<file path="src/hw/rtl/wsg_pkg.sv">
// Shared types and constants of the wavetable sound generator.
`timescale 1ns / 1ps

package wsg_pkg;

    localparam int WAVE_LEN  = 32;
    localparam int RES_DEPTH = 2;

    // register groups selected by port bits 3:1
    localparam logic [2:0] GRP_WAVE     = 3'd0;
    localparam logic [2:0] GRP_PERIOD   = 3'd1;
    localparam logic [2:0] GRP_LEVEL    = 3'd2;
    localparam logic [2:0] GRP_KEY      = 3'd3;
    localparam logic [2:0] GRP_WAVE_ALT = 3'd4;
    localparam logic [2:0] GRP_TEST     = 3'd5;

    // test register bits
    localparam int TEST_CNT_RESET  = 5;
    localparam int TEST_WAVE_OFF   = 6;
    localparam int TEST_SHARED_OFF = 7;

    localparam logic [7:0]  SHARED_BASE  = 8'h60;
    localparam logic [2:0]  SHARED_LO    = 3'd3;
    localparam logic [2:0]  SHARED_HI    = 3'd4;
    localparam logic [11:0] SLOW_LIMIT   = 12'd8;
    localparam logic [3:0]  LEVEL_RESET  = 4'hF;

    typedef enum logic [2:0] {
        KIND_ADDR,
        KIND_WAVE,
        KIND_PERIOD,
        KIND_LEVEL,
        KIND_KEY,
        KIND_TEST,
        KIND_NOP,
        KIND_TICK
    } kind_t;

    typedef struct packed {
        kind_t      kind;
        logic [7:0] data;
    } cmd_t;

endpackage

</file>
<file path="src/hw/rtl/wsg_fifo.sv">
// Small first-in first-out queue of words.
`timescale 1ns / 1ps

module wsg_fifo #(
    parameter int WIDTH = 8,
    parameter int DEPTH = 2
) (
    input  logic             clk,
    input  logic             rst_n,
    input  logic             wr_en,
    input  logic [WIDTH-1:0] wr_data,
    output logic             full,
    input  logic             rd_en,
    output logic [WIDTH-1:0] rd_data,
    output logic             empty
);

    localparam int PW = (DEPTH > 1) ? $clog2(DEPTH) : 1;
    localparam int CW = $clog2(DEPTH + 1);

    logic [WIDTH-1:0] store_reg [DEPTH];
    logic [PW-1:0]    wr_ptr_reg, wr_ptr_next;
    logic [PW-1:0]    rd_ptr_reg, rd_ptr_next;
    logic [CW-1:0]    count_reg, count_next;
    logic             do_wr, do_rd;

    assign full    = (count_reg == CW'(DEPTH));
    assign empty   = (count_reg == '0);
    assign do_wr   = wr_en && !full;
    assign do_rd   = rd_en && !empty;
    assign rd_data = store_reg[rd_ptr_reg];

    always_comb
    begin
        wr_ptr_next = wr_ptr_reg;
        rd_ptr_next = rd_ptr_reg;
        count_next  = count_reg;
        if (do_wr)
        begin
            wr_ptr_next = (wr_ptr_reg == PW'(DEPTH - 1)) ? '0 : wr_ptr_reg + PW'(1);
        end
        if (do_rd)
        begin
            rd_ptr_next = (rd_ptr_reg == PW'(DEPTH - 1)) ? '0 : rd_ptr_reg + PW'(1);
        end
        if (do_wr && !do_rd)
        begin
            count_next = count_reg + CW'(1);
        end
        else if (do_rd && !do_wr)
        begin
            count_next = count_reg - CW'(1);
        end
    end

    always_ff @(posedge clk or negedge rst_n)
    begin
        if (!rst_n)
        begin
            wr_ptr_reg <= '0;
            rd_ptr_reg <= '0;
            count_reg  <= '0;
        end
        else
        begin
            wr_ptr_reg <= wr_ptr_next;
            rd_ptr_reg <= rd_ptr_next;
            count_reg  <= count_next;
        end
    end

    always_ff @(posedge clk)
    begin
        if (do_wr)
        begin
            store_reg[wr_ptr_reg] <= wr_data;
        end
    end

endmodule

</file>
<file path="src/hw/rtl/wsg_front.sv">
// Input side: decodes each input word into a command and queues it.
`timescale 1ns / 1ps

module wsg_front #(
    parameter int DEPTH = 4
) (
    input  logic              clk,
    input  logic              rst_n,
    input  logic              push,
    input  logic              mode,
    input  logic [3:0]        port,
    input  logic [7:0]        data,
    input  logic              hold,
    output logic              full,
    output wsg_pkg::cmd_t     head,
    output logic              head_empty,
    input  logic              head_pop
);

    localparam int CMD_W = $bits(wsg_pkg::cmd_t);

    wsg_pkg::cmd_t    cmd_in;
    logic [CMD_W-1:0] q_data;
    logic             q_full;

    always_comb
    begin
        cmd_in.data = data;
        if (mode)
        begin
            cmd_in.kind = wsg_pkg::KIND_TICK;
        end
        else if (!port[0])
        begin
            cmd_in.kind = wsg_pkg::KIND_ADDR;
        end
        else
        begin
            case (port[3:1])
                wsg_pkg::GRP_WAVE,
                wsg_pkg::GRP_WAVE_ALT: cmd_in.kind = wsg_pkg::KIND_WAVE;
                wsg_pkg::GRP_PERIOD:   cmd_in.kind = wsg_pkg::KIND_PERIOD;
                wsg_pkg::GRP_LEVEL:    cmd_in.kind = wsg_pkg::KIND_LEVEL;
                wsg_pkg::GRP_KEY:      cmd_in.kind = wsg_pkg::KIND_KEY;
                wsg_pkg::GRP_TEST:     cmd_in.kind = wsg_pkg::KIND_TEST;
                default:               cmd_in.kind = wsg_pkg::KIND_NOP;
            endcase
        end
    end

    // refuse words while the back end sweeps its wave memory
    assign full = q_full || hold;
    assign head = wsg_pkg::cmd_t'(q_data);

    wsg_fifo #(
        .WIDTH (CMD_W),
        .DEPTH (DEPTH)
    ) u_cmd_q (
        .clk     (clk),
        .rst_n   (rst_n),
        .wr_en   (push && !full),
        .wr_data (cmd_in),
        .full    (q_full),
        .rd_en   (head_pop),
        .rd_data (q_data),
        .empty   (head_empty)
    );

endmodule

</file>
<file path="src/hw/rtl/wsg_back.sv">
// Execution side: voice registers, wave memory, tick sequencer and mixer.
`timescale 1ns / 1ps

module wsg_back #(
    parameter int NUM_VOICES = 5
) (
    input  logic                clk,
    input  logic                rst_n,
    input  logic                cfg_we,
    input  logic                cfg_bit,
    input  wsg_pkg::cmd_t       cmd,
    input  logic                cmd_empty,
    output logic                cmd_pop,
    output logic                clearing,
    output logic signed [15:0]  sample_sum,
    output logic                empty,
    input  logic                pop
);

    localparam int VW    = (NUM_VOICES > 1) ? $clog2(NUM_VOICES) : 1;
    localparam int DEPTH = NUM_VOICES * wsg_pkg::WAVE_LEN;
    localparam int AW    = $clog2(DEPTH);
    localparam logic [7:0]    NV8    = 8'(NUM_VOICES);
    localparam logic [VW-1:0] LAST_V = VW'(NUM_VOICES - 1);
    localparam logic [AW-1:0] LAST_A = AW'(DEPTH - 1);

    typedef enum logic [6:0] {
        S_CLEAR = 7'b0000001,
        S_IDLE  = 7'b0000010,
        S_EXEC  = 7'b0000100,
        S_WAVE2 = 7'b0001000,
        S_STEP  = 7'b0010000,
        S_MUL   = 7'b0100000,
        S_DONE  = 7'b1000000
    } state_t;

    state_t               state_reg, state_next;
    wsg_pkg::cmd_t        cmd_reg, cmd_next;
    logic [7:0]           addr_reg, addr_next;
    logic [7:0]           tbits_reg, tbits_next;
    logic                 plus_reg, plus_next;
    logic [11:0]          period_reg [NUM_VOICES];
    logic [11:0]          period_next [NUM_VOICES];
    logic [3:0]           level_reg [NUM_VOICES];
    logic [3:0]           level_next [NUM_VOICES];
    logic [4:0]           phase_reg [NUM_VOICES];
    logic [4:0]           phase_next [NUM_VOICES];
    logic [11:0]          div_reg [NUM_VOICES];
    logic [11:0]          div_next [NUM_VOICES];
    logic [NUM_VOICES-1:0] key_reg, key_next;
    logic signed [12:0]   held_reg [NUM_VOICES];
    logic signed [12:0]   held_next [NUM_VOICES];
    logic [VW-1:0]        voice_reg, voice_next;
    logic [AW-1:0]        clr_reg, clr_next;
    logic                 go_reg, go_next;
    logic [7:0]           rd_data_reg;
    logic [7:0]           mem [DEPTH];

    logic                 mem_we;
    logic [AW-1:0]        mem_wa, mem_ra;
    logic [7:0]           mem_wd;
    logic                 res_push, res_full;
    logic                 step_active;
    logic [4:0]           phase_step;
    logic [2:0]           wave_voice;
    logic [VW-1:0]        pch, lch;
    logic signed [12:0]   s_ext, l_ext, prod;
    logic signed [12:0]   held_val;
    logic signed [15:0]   sum;

    assign clearing   = (state_reg == S_CLEAR);
    assign wave_voice = addr_reg[7:5];
    assign pch        = VW'(addr_reg[7:1]);
    assign lch        = VW'(addr_reg[2:0]);

    // phase the current voice moves to on this tick
    assign step_active = (period_reg[voice_reg] > wsg_pkg::SLOW_LIMIT);
    assign phase_step  = (step_active && (div_reg[voice_reg] == '0))
                         ? phase_reg[voice_reg] + 5'd1 : phase_reg[voice_reg];
    assign mem_ra      = AW'({voice_reg, phase_step});

    // sample times level, floored to a sixteenth, then scaled by 32
    assign s_ext    = {{5{rd_data_reg[7]}}, rd_data_reg};
    assign l_ext    = {9'b0, level_reg[voice_reg]};
    assign prod     = s_ext * l_ext;
    assign held_val = {prod[11:4], 5'b0};

    always_comb
    begin
        sum = '0;
        for (int i = 0; i < NUM_VOICES; i++)
        begin
            sum = sum + {{3{held_reg[i][12]}}, held_reg[i]};
        end
    end

    always_comb
    begin
        state_next = state_reg;
        cmd_next   = cmd_reg;
        addr_next  = addr_reg;
        tbits_next = tbits_reg;
        plus_next  = plus_reg;
        key_next   = key_reg;
        voice_next = voice_reg;
        clr_next   = clr_reg;
        go_next    = go_reg;
        for (int i = 0; i < NUM_VOICES; i++)
        begin
            period_next[i] = period_reg[i];
            level_next[i]  = level_reg[i];
            phase_next[i]  = phase_reg[i];
            div_next[i]    = div_reg[i];
            held_next[i]   = held_reg[i];
        end
        mem_we   = 1'b0;
        mem_wa   = '0;
        mem_wd   = cmd_reg.data;
        cmd_pop  = 1'b0;
        res_push = 1'b0;

        if (cfg_we)
        begin
            plus_next = cfg_bit;
        end

        case (state_reg)
            S_CLEAR:
            begin
                mem_we = 1'b1;
                mem_wa = clr_reg;
                mem_wd = '0;
                clr_next = clr_reg + AW'(1);
                if (clr_reg == LAST_A)
                begin
                    state_next = S_IDLE;
                end
            end
            S_IDLE:
            begin
                if (!cmd_empty)
                begin
                    cmd_pop    = 1'b1;
                    cmd_next   = cmd;
                    state_next = S_EXEC;
                end
            end
            S_EXEC:
            begin
                state_next = S_DONE;
                case (cmd_reg.kind)
                    wsg_pkg::KIND_ADDR:
                    begin
                        addr_next = cmd_reg.data;
                    end
                    wsg_pkg::KIND_WAVE:
                    begin
                        if (!tbits_reg[wsg_pkg::TEST_WAVE_OFF])
                        begin
                            if (!plus_reg && (addr_reg >= wsg_pkg::SHARED_BASE))
                            begin
                                // shared table: write the lower voice now, the upper next
                                if (!tbits_reg[wsg_pkg::TEST_SHARED_OFF])
                                begin
                                    mem_we = ({5'b0, wsg_pkg::SHARED_LO} < NV8);
                                    mem_wa = AW'({wsg_pkg::SHARED_LO, addr_reg[4:0]});
                                    state_next = S_WAVE2;
                                end
                            end
                            else
                            begin
                                mem_we = ({5'b0, wave_voice} < NV8);
                                mem_wa = AW'({wave_voice, addr_reg[4:0]});
                            end
                        end
                    end
                    wsg_pkg::KIND_PERIOD:
                    begin
                        if ({1'b0, addr_reg[7:1]} < NV8)
                        begin
                            if (tbits_reg[wsg_pkg::TEST_CNT_RESET])
                            begin
                                phase_next[pch] = '0;
                                div_next[pch]   = '0;
                            end
                            else if (period_reg[pch] <= wsg_pkg::SLOW_LIMIT)
                            begin
                                div_next[pch] = '0;
                            end
                            if (addr_reg[0])
                            begin
                                period_next[pch] = {cmd_reg.data[3:0], period_reg[pch][7:0]};
                            end
                            else
                            begin
                                period_next[pch] = {period_reg[pch][11:8], cmd_reg.data};
                            end
                        end
                    end
                    wsg_pkg::KIND_LEVEL:
                    begin
                        if ({5'b0, addr_reg[2:0]} < NV8)
                        begin
                            level_next[lch] = cmd_reg.data[3:0];
                        end
                    end
                    wsg_pkg::KIND_KEY:
                    begin
                        for (int i = 0; i < NUM_VOICES; i++)
                        begin
                            key_next[i] = cmd_reg.data[i];
                        end
                    end
                    wsg_pkg::KIND_TEST:
                    begin
                        tbits_next = cmd_reg.data;
                    end
                    wsg_pkg::KIND_TICK:
                    begin
                        voice_next = '0;
                        state_next = S_STEP;
                    end
                    default:
                    begin
                        state_next = S_DONE;
                    end
                endcase
            end
            S_WAVE2:
            begin
                mem_we     = ({5'b0, wsg_pkg::SHARED_HI} < NV8);
                mem_wa     = AW'({wsg_pkg::SHARED_HI, addr_reg[4:0]});
                state_next = S_DONE;
            end
            S_STEP:
            begin
                if (step_active)
                begin
                    phase_next[voice_reg] = phase_step;
                    if (div_reg[voice_reg] == '0)
                    begin
                        div_next[voice_reg] = period_reg[voice_reg];
                    end
                    else
                    begin
                        div_next[voice_reg] = div_reg[voice_reg] - 12'd1;
                    end
                end
                go_next    = step_active && key_reg[voice_reg];
                state_next = S_MUL;
            end
            S_MUL:
            begin
                if (go_reg)
                begin
                    held_next[voice_reg] = held_val;
                end
                if (voice_reg == LAST_V)
                begin
                    state_next = S_DONE;
                end
                else
                begin
                    voice_next = voice_reg + VW'(1);
                    state_next = S_STEP;
                end
            end
            S_DONE:
            begin
                // hold until the result queue has room
                if (!res_full)
                begin
                    res_push   = 1'b1;
                    state_next = S_IDLE;
                end
            end
            default:
            begin
                state_next = S_IDLE;
            end
        endcase
    end

    always_ff @(posedge clk or negedge rst_n)
    begin
        if (!rst_n)
        begin
            state_reg <= S_CLEAR;
            addr_reg  <= '0;
            tbits_reg <= '0;
            plus_reg  <= 1'b0;
            key_reg   <= '0;
            voice_reg <= '0;
            clr_reg   <= '0;
            go_reg    <= 1'b0;
            for (int i = 0; i < NUM_VOICES; i++)
            begin
                period_reg[i] <= '0;
                level_reg[i]  <= wsg_pkg::LEVEL_RESET;
                phase_reg[i]  <= '0;
                div_reg[i]    <= '0;
                held_reg[i]   <= '0;
            end
        end
        else
        begin
            state_reg <= state_next;
            addr_reg  <= addr_next;
            tbits_reg <= tbits_next;
            plus_reg  <= plus_next;
            key_reg   <= key_next;
            voice_reg <= voice_next;
            clr_reg   <= clr_next;
            go_reg    <= go_next;
            for (int i = 0; i < NUM_VOICES; i++)
            begin
                period_reg[i] <= period_next[i];
                level_reg[i]  <= level_next[i];
                phase_reg[i]  <= phase_next[i];
                div_reg[i]    <= div_next[i];
                held_reg[i]   <= held_next[i];
            end
        end
    end

    always_ff @(posedge clk)
    begin
        cmd_reg <= cmd_next;
    end

    always_ff @(posedge clk)
    begin
        if (mem_we)
        begin
            mem[mem_wa] <= mem_wd;
        end
        rd_data_reg <= mem[mem_ra];
    end

    wsg_fifo #(
        .WIDTH (16),
        .DEPTH (wsg_pkg::RES_DEPTH)
    ) u_res_q (
        .clk     (clk),
        .rst_n   (rst_n),
        .wr_en   (res_push),
        .wr_data (sum),
        .full    (res_full),
        .rd_en   (pop),
        .rd_data (sample_sum),
        .empty   (empty)
    );

endmodule

</file>
<file path="src/hw/rtl/wavetable_sound_generator.sv">
// Wavetable sound generator: multi-voice bus-programmed synthesiser, one sample per input word.
//
// Input channel: a word (mode, port, data) is taken when push is high and full is low.
//   mode 1 is a sample tick; mode 0 is a bus write (even port latches the address,
//   odd port writes the register group picked by port bits 3:1).
// Result channel: every input word yields one sample_sum, the sum of all voices'
//   held outputs; it is shown while empty is low and taken when pop is high.
// Configuration: cfg_data selects the plus variant (separate tables for voices 3, 4);
//   cfg_ready is always high, and writes belong to quiet periods only.
// Sequencing: in the back end a bus write passes S_IDLE, S_EXEC and S_DONE (a shared-table
//   write also S_WAVE2), a tick passes S_IDLE, S_EXEC, then S_STEP and S_MUL for each voice
//   and S_DONE; S_STEP serves the voice's divider and the single wave memory read port,
//   S_MUL the level multiply. The sample is pushed into the result queue in S_DONE.
// Reset: all voice state returns to its power-up values and the wave memory is
//   swept to zero, one entry a cycle, NUM_VOICES*32 entries in all; full stays high meanwhile.
// Stalls: a command queue of CMD_DEPTH words decouples the input from execution and a
//   two-word result queue holds finished samples; when pop stays low the back end
//   waits and full rises once the command queue fills.
`timescale 1ns / 1ps

module wavetable_sound_generator #(
    parameter int NUM_VOICES = 5,
    parameter int CMD_DEPTH  = 4
) (
    input  logic               clk,
    input  logic               rst_n,
    input  logic               push,
    output logic               full,
    input  logic               mode,
    input  logic [3:0]         port,
    input  logic [7:0]         data,
    output logic               empty,
    input  logic               pop,
    output logic signed [15:0] sample_sum,
    input  logic               cfg_valid,
    output logic               cfg_ready,
    input  logic               cfg_data
);

    wsg_pkg::cmd_t head;
    logic          head_empty;
    logic          head_pop;
    logic          clearing;

    assign cfg_ready = 1'b1;

    wsg_front #(
        .DEPTH (CMD_DEPTH)
    ) u_front (
        .clk        (clk),
        .rst_n      (rst_n),
        .push       (push),
        .mode       (mode),
        .port       (port),
        .data       (data),
        .hold       (clearing),
        .full       (full),
        .head       (head),
        .head_empty (head_empty),
        .head_pop   (head_pop)
    );

    wsg_back #(
        .NUM_VOICES (NUM_VOICES)
    ) u_back (
        .clk          (clk),
        .rst_n        (rst_n),
        .cfg_we       (cfg_valid && cfg_ready),
        .cfg_bit      (cfg_data),
        .cmd          (head),
        .cmd_empty    (head_empty),
        .cmd_pop      (head_pop),
        .clearing     (clearing),
        .sample_sum   (sample_sum),
        .empty        (empty),
        .pop          (pop)
    );

endmodule
</file>
<file path="config.mk">
export PLATFORM = sky130hd
export DESIGN_NAME = wavetable_sound_generator
export DESIGN_NICKNAME = d
export VERILOG_FILES = /design/src/hw/rtl/wsg_pkg.sv /design/src/hw/rtl/wsg_fifo.sv /design/src/hw/rtl/wsg_front.sv /design/src/hw/rtl/wsg_back.sv /design/src/hw/rtl/wavetable_sound_generator.sv
export SDC_FILE = /design/constraint.sdc
export NUM_CORES = 2
export LEC_CHECK = 0
export ABC_AREA = 1
export BUFFER_PORTS_ARGS = -buffer_cell sky130_fd_sc_hd__buf_4
export CORE_MARGIN = 1
export CORE_UTILIZATION = 59
export CTS_CLUSTER_SIZE = 24
export DETAILED_ROUTE_END_ITERATION = 7
export PLACE_DENSITY = 0.75
export SETUP_SLACK_MARGIN = 0.2
export SLEW_MARGIN = 20
export SYNTH_ARGS = -nofsm -noshare
export SYNTH_HDL_FRONTEND = slang
export SYNTH_SLANG_ARGS = --single-unit
</file>
<file path="constraint.sdc">
create_clock -name clk -period 6.4 [get_ports clk]
set_input_delay 0.32 -clock clk [delete_from_list [all_inputs] [get_ports clk]]
set_output_delay 0.32 -clock clk [all_outputs]
set_load 0.03 [all_outputs]
</file>
==> run summary <==
Critical path startpoint: u_back.voice_reg[2]
Static leakage: 32.0 nW
Placer Congestion: 0.961
Max Cap Viol: 0
Inst Count DP: 8528
Final setup TNS: 0 ns
Post-Place Setup Slack: 1.00 ns
Core area: 124000 um2
DR iter-0 viols: 7221
Number of enable flip-flop cells after synthesis: 1357
Ys flop type: edfxtp_1
Worst hold path class: input pin to register
Slowest library cell on the worst path: dfrtp_1
Final Hold Vio Count: 0
Worst skew pair latency: 0.81 ns
Initial DRT Pass Iterations: 8
Setup crit start kind: register
Peak per-stage delay on the critical path: 0.79 ns
Area delta synth->final: 9.29%
Asr flop ratio synth: 15.6%
CP dominant cell by count: nand3_1
Failing checks: design-rule violations
Post-synth cell types: 56
Reg2reg start: u_back.voice_reg[2]
Share of post-route cells with drive strength above 1: 5.57%
Largest register FFs: 1280
Least-Margin Pin Slew: 1.19 ns
Crit-path cells: buf_4, nor2_4, nand3_1, nand2_1, nor2_1, nand2_1, nor2_1, nand3_2, nand3_4, buf_4, buf_12, nand3b_1, nand3_1, nand3_1, nand3_1, nand3_1, nand3_1, nand2_1, nand2_1, nand3_1
Sequential-to-total area share from yosys stat: 63.9%
CTS tree: yes
Hold_sp: push
Nets: 7179
First-pass GRT wire length: 301000 um
Via density: 6.06
Routed via count: 53500
Layout filler cell count: 9297
Max FO, Critical Path: 197
Rel. slew slack: 20.6%
Crit share post-route: 86.3%
Number of global-route vias before repair: 50900
Delay-heaviest family, CP: simple AND/OR/NAND/NOR gates
CP required: 7.09 ns
Final setup violation count: 0
Ports: 38
Final Skew: 0.0383 ns
Pwr/cell area: 520 nW/um2
TritonCTS buffer count: 163
Cells after Synth: 7182
Ant. Diodes: 0
Residual DRC: 2
Clk root buf: clkbuf_16
Highest achievable clock rate: 181 MHz
# rows: 129
Routed WL: 199000 um
Min Clock Period, post-route: 5.52 ns
GRT Util Overall: 31.3%
Synth Register Bits: 1617
Remaining global-route overflow: 0
Worst-path clk slew: 0.06 ns
R2R setup slack: 0.88 ns
Synthesis warning total: 0
HPWL after DPL: 118000 um
Die width: 356 um
Worst setup EP type: register
Unrepaired setup endpoints after global routing: false
Crit Path Class: register to register
Initial antenna violation count: 1
Setup WS post-layout: 0.878 ns
Remaining antenna violation count: 0
Port bufs: 31
H-tree Lvls: 4
Slew Limit Fails: 0
WP data arrival: 6.21 ns
Largest net degree at the start of global routing: 198
PostCTS Resize Cnt: 0
Status: complete, but fails checks
CTS Sinks: 1617
Syn Area/Cell: 10.3 um2
Starting Density: 59.6%
Routed len/inst: 22.5 um
Worst Path Buf+Inv: 3
Final std cells w/o fill: 8834
Die footprint: 127000 um2
Die H: 356 um
Post-Syn Area: 73900 um2
Util after Layout: 65.1%
CTS max path bufs: 3
VDD IR max: 0.000784 V
==> report_power, final <==
group	internal, W	switching [W]
clock network	0.00519	0.00400
logic	0.00489	0.0141
registers	0.0133	0.000545
total	0.0234	0.0187
==> through the flow <==
step                cell area [um2]  hold slack (ns)  total power (W)
floorplan                     73900           0.0244           0.0262
global placement              75500            0.428           0.0321
detailed placement            75500            0.449           0.0325
CTS                           80700          0.00927           0.0417
global route                  80800            0.125           0.0440
finish                        80800           0.0990           0.0420
==> repair_timing <==
item	CTS	global route
setup buffers	0	0
hold buffers	17	0
endpoints found under the hold margin	156	0
==> path summary, 6_finish.rpt <==
check / cells after the start / to
min in group asynchronous: 2 / u_back.held_reg[32]
worst min register to register: 1 / u_back.clr_reg[7]
max in group asynchronous: 3 / u_back.plus_reg
worst max register to register: 20 / u_back.rd_data_reg[4]
worst min-delay path: 4 / u_front.u_cmd_q.wr_ptr_reg[1]
worst max-delay path: 20 / u_back.rd_data_reg[4]
==> Yosys cell counts (all sizes together) (65+ instances only) <==
cell type / n / share of area (%)
edfxtp: 1357 / 55
nand3: 1056 / 7.2
a31oi: 65 / 0.55
nand3b: 252 / 2.6
buf: 196 / 1.4
o211ai: 137 / 1.4
o21ai: 345 / 2.3
nor2: 536 / 2.8
clkbuf: 211 / 1.1
inv: 916 / 4.7
a21oi: 130 / 0.88
dfrtp: 231 / 7.8
nand2: 1402 / 7.1
==> metal layers <==
layer | GRT usage (%) | wire length [um]
met1 | 42.0 | 75500
met2 | 49.0 | 92500
met3 | 5.92 | 20400
met4 | 15.7 | 10100
met5 | 0 | 13
==> placed cells by master (no fill, tap or decap), drive strengths merged, types with 8 or more instances in the layout <==
master,n
nand2,1402
edfxtp,1357
nand3,1056
inv,922
nor2,536
o21ai,345
nand3b,252
dfrtp,231
clkbuf,218
o211ai,137
a21oi,130
buf,113
a31oi,65
clkinv,53
ha,50
a22oi,41
fa,36
nor3,27
xor2,27
o22ai,23
dfstp,21
nand4,18
dlygate4sd3,17
o32ai,15
a211oi,14
xnor2,12
a32oi,10
nor4,9
bufinv,8
dfxtp,8
==> cells by family (layout without fill, tap and decap cells) <==
| logic type | Yosys count | count (layout) | share of synthesized area [%] |
|---|---|---|---|
| other | 2 | 6 | 0.0102 |
| and+or+nand+nor | 3304 | 3304 | 20.1 |
| AOI/OAI and AO/OA | 806 | 806 | 6.51 |
| adders and majority gates | 86 | 86 | 1.82 |
| buffers and inverters | 1324 | 1335 | 7.09 |
| muxes | 4 | 4 | 0.0576 |
| xor gates and xnor gates | 39 | 39 | 0.472 |
| DFF | 1617 | 1617 | 63.9 |
==> cell type report <==
type                       instances  area [um2]  share of cell area (%)
clock buffer                     218        4430                    5.49
multi-input combinational       4245       21600                    26.7
inverter                         917        3460                    4.29
timing repair buffer             130        1360                    1.69
sequential                      1617       47200                    58.5
clock inverter                    70         626                   0.775
tap                             1637        2050                    2.54
==> worst register-to-register path: stages, from the launching register on <==
cell and delay (ns):
dfrtp_1 0.79, buf_4 0.44, nor2_4 0.24, nand3_1 0.13, nand2_1 0.07, nor2_1 0.19
nand2_1 0.09, nor2_1 0.13, nand3_2 0.22, nand3_4 0.21, buf_4 0.61, buf_12 0.65
nand3b_1 0.52, nand3_1 0.14, nand3_1 0.11, nand3_1 0.19, nand3_1 0.19, nand3_1 0.17
nand2_1 0.15, nand2_1 0.10, nand3_1 0.08
Note: power is estimated with default switching activity, not from simulation.
